<file path="src/rtl/core/cct_pkg.sv">
`default_nettype none

package cct_pkg;

	// counter sample width actually used (16 to 32)
	localparam int COUNT_BITS = 32;

	// field widths
	localparam int CYC_W   = 32;
	localparam int TOTAL_W = 64;
	localparam int SEC_W   = 45;
	localparam int FRAC_W  = 10;
	localparam int MHZ_W   = 10;
	localparam int WRAP_W  = 32;

	// divider widths: largest divisor is 1023 * 10^6, below 2^30
	localparam int DEN_W   = 30;
	localparam int SCALE_W = 20;
	localparam int CNT_W   = 7;
	localparam int SEC_US_W = SEC_W + SCALE_W;
	localparam int MS_US_W  = FRAC_W + SCALE_W;

	// stream data widths, padded to whole bytes
	localparam int IN_DATA_W  = CYC_W;
	localparam int OUT_BITS   = 2 * TOTAL_W + SEC_W + 2 * FRAC_W;
	localparam int OUT_DATA_W = ((OUT_BITS + 7) / 8) * 8;

	// output field offsets
	localparam int SEC_LSB   = TOTAL_W;
	localparam int MS_LSB    = SEC_LSB + SEC_W;
	localparam int US_LSB    = MS_LSB + FRAC_W;
	localparam int MICRO_LSB = US_LSB + FRAC_W;

	localparam logic [MHZ_W-1:0]   CPU_MHZ_RESET = MHZ_W'(168);
	localparam logic [SCALE_W-1:0] PER_SECOND    = SCALE_W'(1000000);
	localparam logic [SCALE_W-1:0] PER_MILLI     = SCALE_W'(1000);
	localparam logic [CNT_W-1:0]   SEC_STEPS     = CNT_W'(TOTAL_W);
	localparam logic [CNT_W-1:0]   FRAC_STEPS    = CNT_W'(FRAC_W);

endpackage

`default_nettype wire

</file>
<file path="src/rtl/core/cycle_count_timebase.sv">
`default_nettype none

// cycle_count_timebase: extends samples of a free-running cycle counter to a
// 64-bit count and splits it into seconds, milliseconds and microseconds.
// input beat (s_axis): tdata carries the counter sample, tuser the restart
// flag; restart clears the wrap count and takes the sample as baseline.
// output beat (m_axis): total cycles, whole seconds, ms within the second,
// us within the ms, and total microseconds, packed in tdata.
// cpu_mhz is written through cfg_wr_en / cfg_wr_data by the user, only
// while idle; the block itself does not enforce this. 0 acts as 1.
// an accepted input beat is worked by one shared restoring divider
// retiring one quotient bit per cycle: 64 steps for seconds, 10 for
// milliseconds, 10 for microseconds, plus six load, multiply, add and
// output steps. one item is in work at a time; a new input beat is
// taken as soon as the sequencer is idle again, even while the previous
// result still waits in the output register.
// if the receiver stalls, the result holds in the output register and the
// sequencer waits at its last step until the register frees up.
// reset: wrap count and last sample clear to zero, cpu_mhz returns to 168,
// no output beat is pending.

module cycle_count_timebase (
	input  wire logic                            clk,
	input  wire logic                            arst_n,
	input  wire logic                            cfg_wr_en,
	input  wire logic [cct_pkg::MHZ_W-1:0]       cfg_wr_data,
	input  wire logic                            s_axis_tvalid,
	output logic                                 s_axis_tready,
	// cycle_count[31:0]
	input  wire logic [cct_pkg::IN_DATA_W-1:0]   s_axis_tdata,
	// restart
	input  wire logic                            s_axis_tuser,
	output logic                                 m_axis_tvalid,
	input  wire logic                            m_axis_tready,
	// total_cycles[63:0], seconds[108:64], milliseconds[118:109],
	// microseconds[128:119], total_micros[192:129], zero pad[199:193]
	output logic [cct_pkg::OUT_DATA_W-1:0]       m_axis_tdata
);
	import cct_pkg::*;

	typedef enum logic [3:0] {
		ST_IDLE,
		ST_PREP,
		ST_DIV_S,
		ST_LD_MS,
		ST_DIV_MS,
		ST_LD_US,
		ST_DIV_US,
		ST_MUL,
		ST_SUM,
		ST_DONE
	} state_t;

	state_t                  state_q;
	logic [CNT_W-1:0]        cnt_q;
	logic [MHZ_W-1:0]        cpu_mhz_q;
	logic [MHZ_W-1:0]        mhz_q;
	logic [COUNT_BITS-1:0]   last_q;
	logic [WRAP_W-1:0]       wrap_q;

	logic [TOTAL_W-1:0]      total_q;
	logic [TOTAL_W-1:0]      num_q;
	logic [DEN_W-1:0]        part_q;
	logic [DEN_W-1:0]        den_q;
	logic [SEC_W-1:0]        secs_q;
	logic [FRAC_W-1:0]       ms_q;
	logic [FRAC_W-1:0]       us_q;
	logic [TOTAL_W-1:0]      micros_q;

	logic                    in_beat;
	logic                    out_free;
	logic                    out_load;
	logic                    div_active;
	logic [COUNT_BITS-1:0]   now;
	logic [WRAP_W-1:0]       wrap_next;
	logic [TOTAL_W-1:0]      total_next;
	logic [DEN_W:0]          trial;
	logic [DEN_W:0]          diff;
	logic                    qbit;
	logic [DEN_W-1:0]        part_next;
	logic [SEC_US_W-1:0]     sec_us;
	logic [MS_US_W-1:0]      ms_us;

	assign in_beat    = s_axis_tvalid && s_axis_tready;
	assign out_free   = !m_axis_tvalid || m_axis_tready;
	assign out_load   = (state_q == ST_DONE) && out_free;
	assign s_axis_tready = (state_q == ST_IDLE);
	assign div_active = (state_q == ST_DIV_S) || (state_q == ST_DIV_MS) ||
		(state_q == ST_DIV_US);

	// wrap extension of the incoming sample
	assign now = s_axis_tdata[COUNT_BITS-1:0];
	always_comb begin
		if (s_axis_tuser) begin
			wrap_next = '0;
		end else if (now < last_q) begin
			wrap_next = wrap_q + WRAP_W'(1);
		end else begin
			wrap_next = wrap_q;
		end
	end
	assign total_next = (TOTAL_W'(wrap_next) << COUNT_BITS) | TOTAL_W'(now);

	// shared restoring divider step, one quotient bit per cycle
	assign trial     = {part_q, num_q[TOTAL_W-1]};
	assign diff      = trial - {1'b0, den_q};
	assign qbit      = (trial >= {1'b0, den_q});
	assign part_next = qbit ? diff[DEN_W-1:0] : trial[DEN_W-1:0];

	// recombination products for total microseconds
	assign sec_us = SEC_US_W'(secs_q) * SEC_US_W'(PER_SECOND);
	assign ms_us  = MS_US_W'(ms_q) * MS_US_W'(PER_MILLI);

	// sequencer, config register, timebase state and output valid
	always_ff @(posedge clk or negedge arst_n) begin
		if (!arst_n) begin
			state_q       <= ST_IDLE;
			cnt_q         <= '0;
			cpu_mhz_q     <= CPU_MHZ_RESET;
			last_q        <= '0;
			wrap_q        <= '0;
			m_axis_tvalid <= 1'b0;
		end else begin
			if (cfg_wr_en) begin
				cpu_mhz_q <= cfg_wr_data;
			end
			// valid rises with a new result, drops once the beat is taken
			if (out_load) begin
				m_axis_tvalid <= 1'b1;
			end else if (m_axis_tready) begin
				m_axis_tvalid <= 1'b0;
			end
			unique case (state_q)
				ST_IDLE: begin
					if (in_beat) begin
						wrap_q  <= wrap_next;
						last_q  <= now;
						state_q <= ST_PREP;
					end
				end
				ST_PREP: begin
					cnt_q   <= SEC_STEPS;
					state_q <= ST_DIV_S;
				end
				ST_DIV_S: begin
					cnt_q <= cnt_q - CNT_W'(1);
					if (cnt_q == CNT_W'(1)) begin
						state_q <= ST_LD_MS;
					end
				end
				ST_LD_MS: begin
					cnt_q   <= FRAC_STEPS;
					state_q <= ST_DIV_MS;
				end
				ST_DIV_MS: begin
					cnt_q <= cnt_q - CNT_W'(1);
					if (cnt_q == CNT_W'(1)) begin
						state_q <= ST_LD_US;
					end
				end
				ST_LD_US: begin
					cnt_q   <= FRAC_STEPS;
					state_q <= ST_DIV_US;
				end
				ST_DIV_US: begin
					cnt_q <= cnt_q - CNT_W'(1);
					if (cnt_q == CNT_W'(1)) begin
						state_q <= ST_MUL;
					end
				end
				ST_MUL: begin
					state_q <= ST_SUM;
				end
				ST_SUM: begin
					state_q <= ST_DONE;
				end
				ST_DONE: begin
					if (out_free) begin
						state_q <= ST_IDLE;
					end
				end
				default: begin
					state_q <= ST_IDLE;
				end
			endcase
		end
	end

	// datapath registers
	always_ff @(posedge clk) begin
		unique case (state_q)
			ST_IDLE: begin
				if (in_beat) begin
					total_q <= total_next;
					mhz_q   <= (cpu_mhz_q == '0) ? MHZ_W'(1) : cpu_mhz_q;
				end
			end
			ST_PREP: begin
				num_q  <= total_q;
				part_q <= '0;
				den_q  <= DEN_W'(DEN_W'(mhz_q) * DEN_W'(PER_SECOND));
			end
			ST_DIV_S, ST_DIV_MS, ST_DIV_US: begin
				num_q  <= {num_q[TOTAL_W-2:0], qbit};
				part_q <= part_next;
			end
			ST_LD_MS: begin
				// quotient below 2^10, so pre-shift the remainder by 10
				secs_q <= num_q[SEC_W-1:0];
				num_q  <= {part_q[FRAC_W-1:0], (TOTAL_W - FRAC_W)'(0)};
				part_q <= part_q >> FRAC_W;
				den_q  <= DEN_W'(DEN_W'(mhz_q) * DEN_W'(PER_MILLI));
			end
			ST_LD_US: begin
				ms_q   <= num_q[FRAC_W-1:0];
				num_q  <= {part_q[FRAC_W-1:0], (TOTAL_W - FRAC_W)'(0)};
				part_q <= part_q >> FRAC_W;
				den_q  <= DEN_W'(mhz_q);
			end
			ST_MUL: begin
				us_q     <= num_q[FRAC_W-1:0];
				micros_q <= sec_us[TOTAL_W-1:0];
			end
			ST_SUM: begin
				micros_q <= micros_q + TOTAL_W'(ms_us) + TOTAL_W'(us_q);
			end
			ST_DONE: begin
				if (out_free) begin
					m_axis_tdata <= {(OUT_DATA_W - OUT_BITS)'(0), micros_q, us_q, ms_q,
						secs_q, total_q};
				end
			end
			default: begin
			end
		endcase
	end

	// accepted beat always starts the sequence
	a_start: assert property (@(posedge clk) disable iff (!arst_n)
		in_beat |=> (state_q == ST_PREP))
		else $error("accepted beat did not start the sequencer");

	// restart clears the wrap count
	a_restart: assert property (@(posedge clk) disable iff (!arst_n)
		(in_beat && s_axis_tuser) |=> (wrap_q == '0))
		else $error("restart did not clear the wrap count");

	// partial remainder stays below the divisor while dividing
	a_part: assert property (@(posedge clk) disable iff (!arst_n)
		div_active |-> (part_q < den_q))
		else $error("divider partial remainder out of range");

	// step counter never runs dry inside a division
	a_cnt: assert property (@(posedge clk) disable iff (!arst_n)
		div_active |-> (cnt_q != '0))
		else $error("divider step counter empty during division");

	// sub-second fields stay below one thousand
	a_frac: assert property (@(posedge clk) disable iff (!arst_n)
		$rose(m_axis_tvalid) |->
			((m_axis_tdata[MS_LSB +: FRAC_W] < FRAC_W'(1000)) &&
			(m_axis_tdata[US_LSB +: FRAC_W] < FRAC_W'(1000))))
		else $error("millisecond or microsecond field out of range");

endmodule

`default_nettype wire

</file>
<file path="config.mk">
export PLATFORM = sky130hd
export DESIGN_NAME = cycle_count_timebase
export DESIGN_NICKNAME = d
export VERILOG_FILES = /design/src/rtl/core/cct_pkg.sv /design/src/rtl/core/cycle_count_timebase.sv
export SDC_FILE = /design/constraint.sdc
export NUM_CORES = 2
export LEC_CHECK = 0
export CAP_MARGIN = 25
export CORE_UTILIZATION = 60
export CTS_BUF_LIST = sky130_fd_sc_hd__clkbuf_4 sky130_fd_sc_hd__clkbuf_8
export CTS_CLUSTER_DIAMETER = 40
export DETAILED_ROUTE_END_ITERATION = 10
export DONT_BUFFER_PORTS = 1
export HOLD_SLACK_MARGIN = 0.05
export PLACE_DENSITY = 0.87
export SLEW_MARGIN = 20
export SYNTH_ARGS = -nofsm -noshare
export SYNTH_HDL_FRONTEND = slang
export SYNTH_SLANG_ARGS = --single-unit
</file>
<file path="constraint.sdc">
create_clock -name clk -period 13.1 [get_ports clk]
set_clock_uncertainty 0.15 [all_clocks]
set_input_delay 0 -clock clk [delete_from_list [all_inputs] [get_ports clk]]
set_output_delay 0 -clock clk [all_outputs]
set_load 0.02 [all_outputs]
</file>
==> out/results.tsv <==
stage	metric	value	unit
drt	vias post-DR	28400	
synth	sequential area share after synthesis	0.426	
timing	Final Worst Setup Slack	5.55	ns
synth	syn_area_per_cell	11.3	um2
clock_tree	htree depth	3	
drt	final WL	99100	um
clock_tree	Skew-Pair Late Insertion Delay	0.76	ns
final_layout	final-stage net count	4588	
synth	Syn Std Cell Area	41700	um2
final_layout	multi-input combinational cell area	21600	um2
synth	Synth Area in XOR/XNOR	0.0439	
synth	Post-Synth Simple-Gate Area	0.0831	
place	DP Cell Count	4542	
final_layout	fill cell total of the finished layout	4865	
drt	Post-route DRC	0	
drt	drt via density	5.88	
worst_setup_path	Setup CP Type	reg -> reg	
grt	gr usage total	0.284	
timing	final setup vio count	0	
timing	slew margin rel.	0.322	
synth	largest area contributor in the netlist	edfxtp_1	
worst_setup_path	Max FO, Critical Path	13	
drt	met3 wire length	6640	um
timing	RSZ-0062 raised after global routing	false	
clock_tree	Root Buffer	clkbuf_8	
grt	largest net degree at the start of global routing	84	
drt	metal1 wirelength	40500	um
synth	area fraction of the dominant cell type after synthesis	0.374	
timing	max-slew violations	0	
worst_setup_path	Startpoint Class	flip-flop	
final_layout	post-route insts no fill	4839	
grt	vias in the first global route	29100	
clock_tree	clk sinks	606	
worst_setup_path	Setup crit end kind	flip-flop	
drt	initial DRC count	2283	
synth	main combinational cell family by area after synthesis	adder cells	
final_layout	Register Area	17800	um2
synth	asr flop ratio synth	0.142	
floorplanning	# rows	96	
floorplanning	IO Count	250	
place	IO buf count	0	
final_layout	final core utilization	0.669	
grt	first-pass GRT wire length	157000	um
final_layout	fraction of layout instances using a drive strength above 1	0.0663	
worst_setup_path	WP data arrival	7.91	ns
drt	router iterations before antenna repair	6	
clock_tree	total CTS buffers	102	
drt	Routed Antenna Nets	0	
floorplanning	Initial Util	0.608	
clock_tree	clk slew on worst S/H paths	0.06	ns
timing	min cycle time layout	7.55	ns
drt	met2 WL	48400	um
synth	largest cells by area after synthesis	edfxtp_1 37%, fa_1 14%, ha_1 13%, dfrtp_1 5.0%, inv_1 4.7%	
floorplanning	die area	70600	um2
run	max_cap viols	0	
hold_path	Hold Path Class	in -> reg	
synth	Post-synth EDFFs	520	
synth	Top FF cell, synth	edfxtp_1	
timing	Final Hold Fails	0	
drt	DR WL/cell	20.5	um
place	DP HPWL	69700	um
worst_setup_path	Req. time, crit path	13.46	ns
timing	final worst path period share	0.576	
clock_tree	TritonCTS clock tree	built	
floorplanning	die width	266	um
outcome	outcome	finished clean	
synth	Seq cells post-synth	606	
drt	Top Layer Used	met4	
synth	yosys warns	0	
synth	post-synthesis mux area share	0.0109	
timing	Final TNS setup	0	ns
clock_tree	Max Buffers Root-to-Sink	3	
timing	max frequency	132	MHz
place	worst slack, placed	5.55	ns
floorplanning	core area	68700	um2
place	Final Wtd Congestion	0.941	
final_layout	area delta synth->final	10.2	%
grt	initial antenna violation count	1	
synth	Compound-Gate Fraction of Synth Area	0.110	
clock_tree	Post-CTS Setup Repair Bufs	0	
synth	Syn Inst Count	3704	
synth	count leader, synth	edfxtp_1	
synth	Post-Synth Adder-Cell Area	0.268	
synth	Commonest cells post-synth	520 x edfxtp_1, 518 x inv_1, 429 x ha_1, 331 x nand2_1, 290 x fa_1	
synth	synth unique cells	94	
grt	grt total ovfl	0	
floorplanning	DIE HEIGHT	266	um
timing	Worst Tran Pin Value	1.01	ns
## layout by cell type (no fill, tap or decap), types with 25 or more instances in the layout
cell type      netlist  routed
edfxtp_1           520     520
inv_1              518     516
ha_1               429     429
nand2_1            331     330
fa_1               290     290
o21ai_0            223     223
a21oi_1            176     176
nor2_1             170     168
xnor2_1            120     120
clkbuf_8             0     104
dlygate4sd3_1        0     102
xor2_1              89      89
dfrtp_1             83      83
a21o_1              65      65
nand3_1             48      47
nand4_1             41      41
mux2i_1             33      33
nor3_1              33      32
o21bai_1            31      31
o31ai_1             30      30
clkbuf_4             0      29
a31oi_1             27      27
and3_1              25      25
## kinds of logic (layout without fill, tap and decap cells)
group,count (synthesis),after routing
AO/OA/AOI/OAI,727,727
buffers and inverters,638,835
other,1,8
AND/OR/NAND/NOR,760,760
flip-flops,606,606
adder cells (fa/ha/maj),719,719
multiplexers,44,44
XOR/XNOR,209,209
## path summary, 6_finish.rpt
check / start / to / slack (ns) / cells after the start
setup / recovery: ms_q[0]$_DFFE_PN_ / micros_q[52]$_DFFE_PP_ / 5.55 / 26
max in group asynchronous: arst_n / last_q[14]$_DFFE_PN0P_ / 11.98 / 4
min in group asynchronous: arst_n / cpu_mhz_q[5]$_DFFE_PN1P_ / 0.28 / 3
hold reg to reg: num_q[13]$_DFFE_PP_ / secs_q[13]$_DFFE_PP_ / 0.29 / 0
setup reg to reg: ms_q[0]$_DFFE_PN_ / micros_q[52]$_DFFE_PP_ / 5.55 / 26
hold / removal: s_axis_tdata[23] / wrap_q[25]$_DFFE_PN0P_ / 0.13 / 8
## layer usage
| metal | global-route usage | up-vias |
|---|---|---|
| li1 | - | 13100 |
| met1 | 0.371 | 13900 |
| met2 | 0.473 | 1177 |
| met3 | 0.0453 | 223 |
| met4 | 0.116 | 0 |
| met5 | 0 | - |
## layout make-up
class | instances | area share
antenna | 1 | 0.0000544
clock buffer | 133 | 0.0359
clock inverter | 57 | 0.0132
inverter | 519 | 0.0425
multi-input combinational | 2466 | 0.469
sequential | 606 | 0.386
tap | 931 | 0.0253
timing repair buffer | 126 | 0.0277
## state kept, by name, summed over array words and instances (netlist names), 30 cells and up
register and cells:
m_axis_tdata 193, micros_q 64, den_q 30, total_q 64, last_q 32, wrap_q 32
part_q 30, num_q 64, secs_q 45
## stage by stage
step,instance area (um2),hold WS (ns)
after detailed placement,42600,-0.441
after CTS,46000,0.0546
after global placement,42600,-0.441
after global routing,46000,0.161
final,46000,0.132
after floorplan,41800,-0.446
## worst max-delay path: stages, from the launching register on
cell and delay [ns]:
edfxtp_1 0.51, fa_1 0.56, fa_1 0.52, inv_1 0.05
fa_1 0.48, fa_1 0.51, inv_1 0.04, ha_1 0.28
inv_1 0.09, o21ai_0 0.10, a21oi_1 0.24, o21ai_0 0.15
a41o_1 0.29, o41ai_1 0.42, o21bai_1 0.11, a21oi_1 0.19
xnor2_1 0.16, ha_1 0.27, ha_1 0.35, nand2_1 0.12
nor2_1 0.05, o211ai_1 0.11, a31oi_1 0.19, o21ai_1 0.75
nor3_1 0.17, xnor2_1 0.17, mux2_2 0.26
## repair_timing
item | in CTS | in global routing
hold endpoints to repair | 258 | 0
hold buffers | 105 | 0
resized for setup | 0 | 0
Power is not shown: default switching activity piles up to over one toggle a cycle in this logic, so the estimate is an artifact.
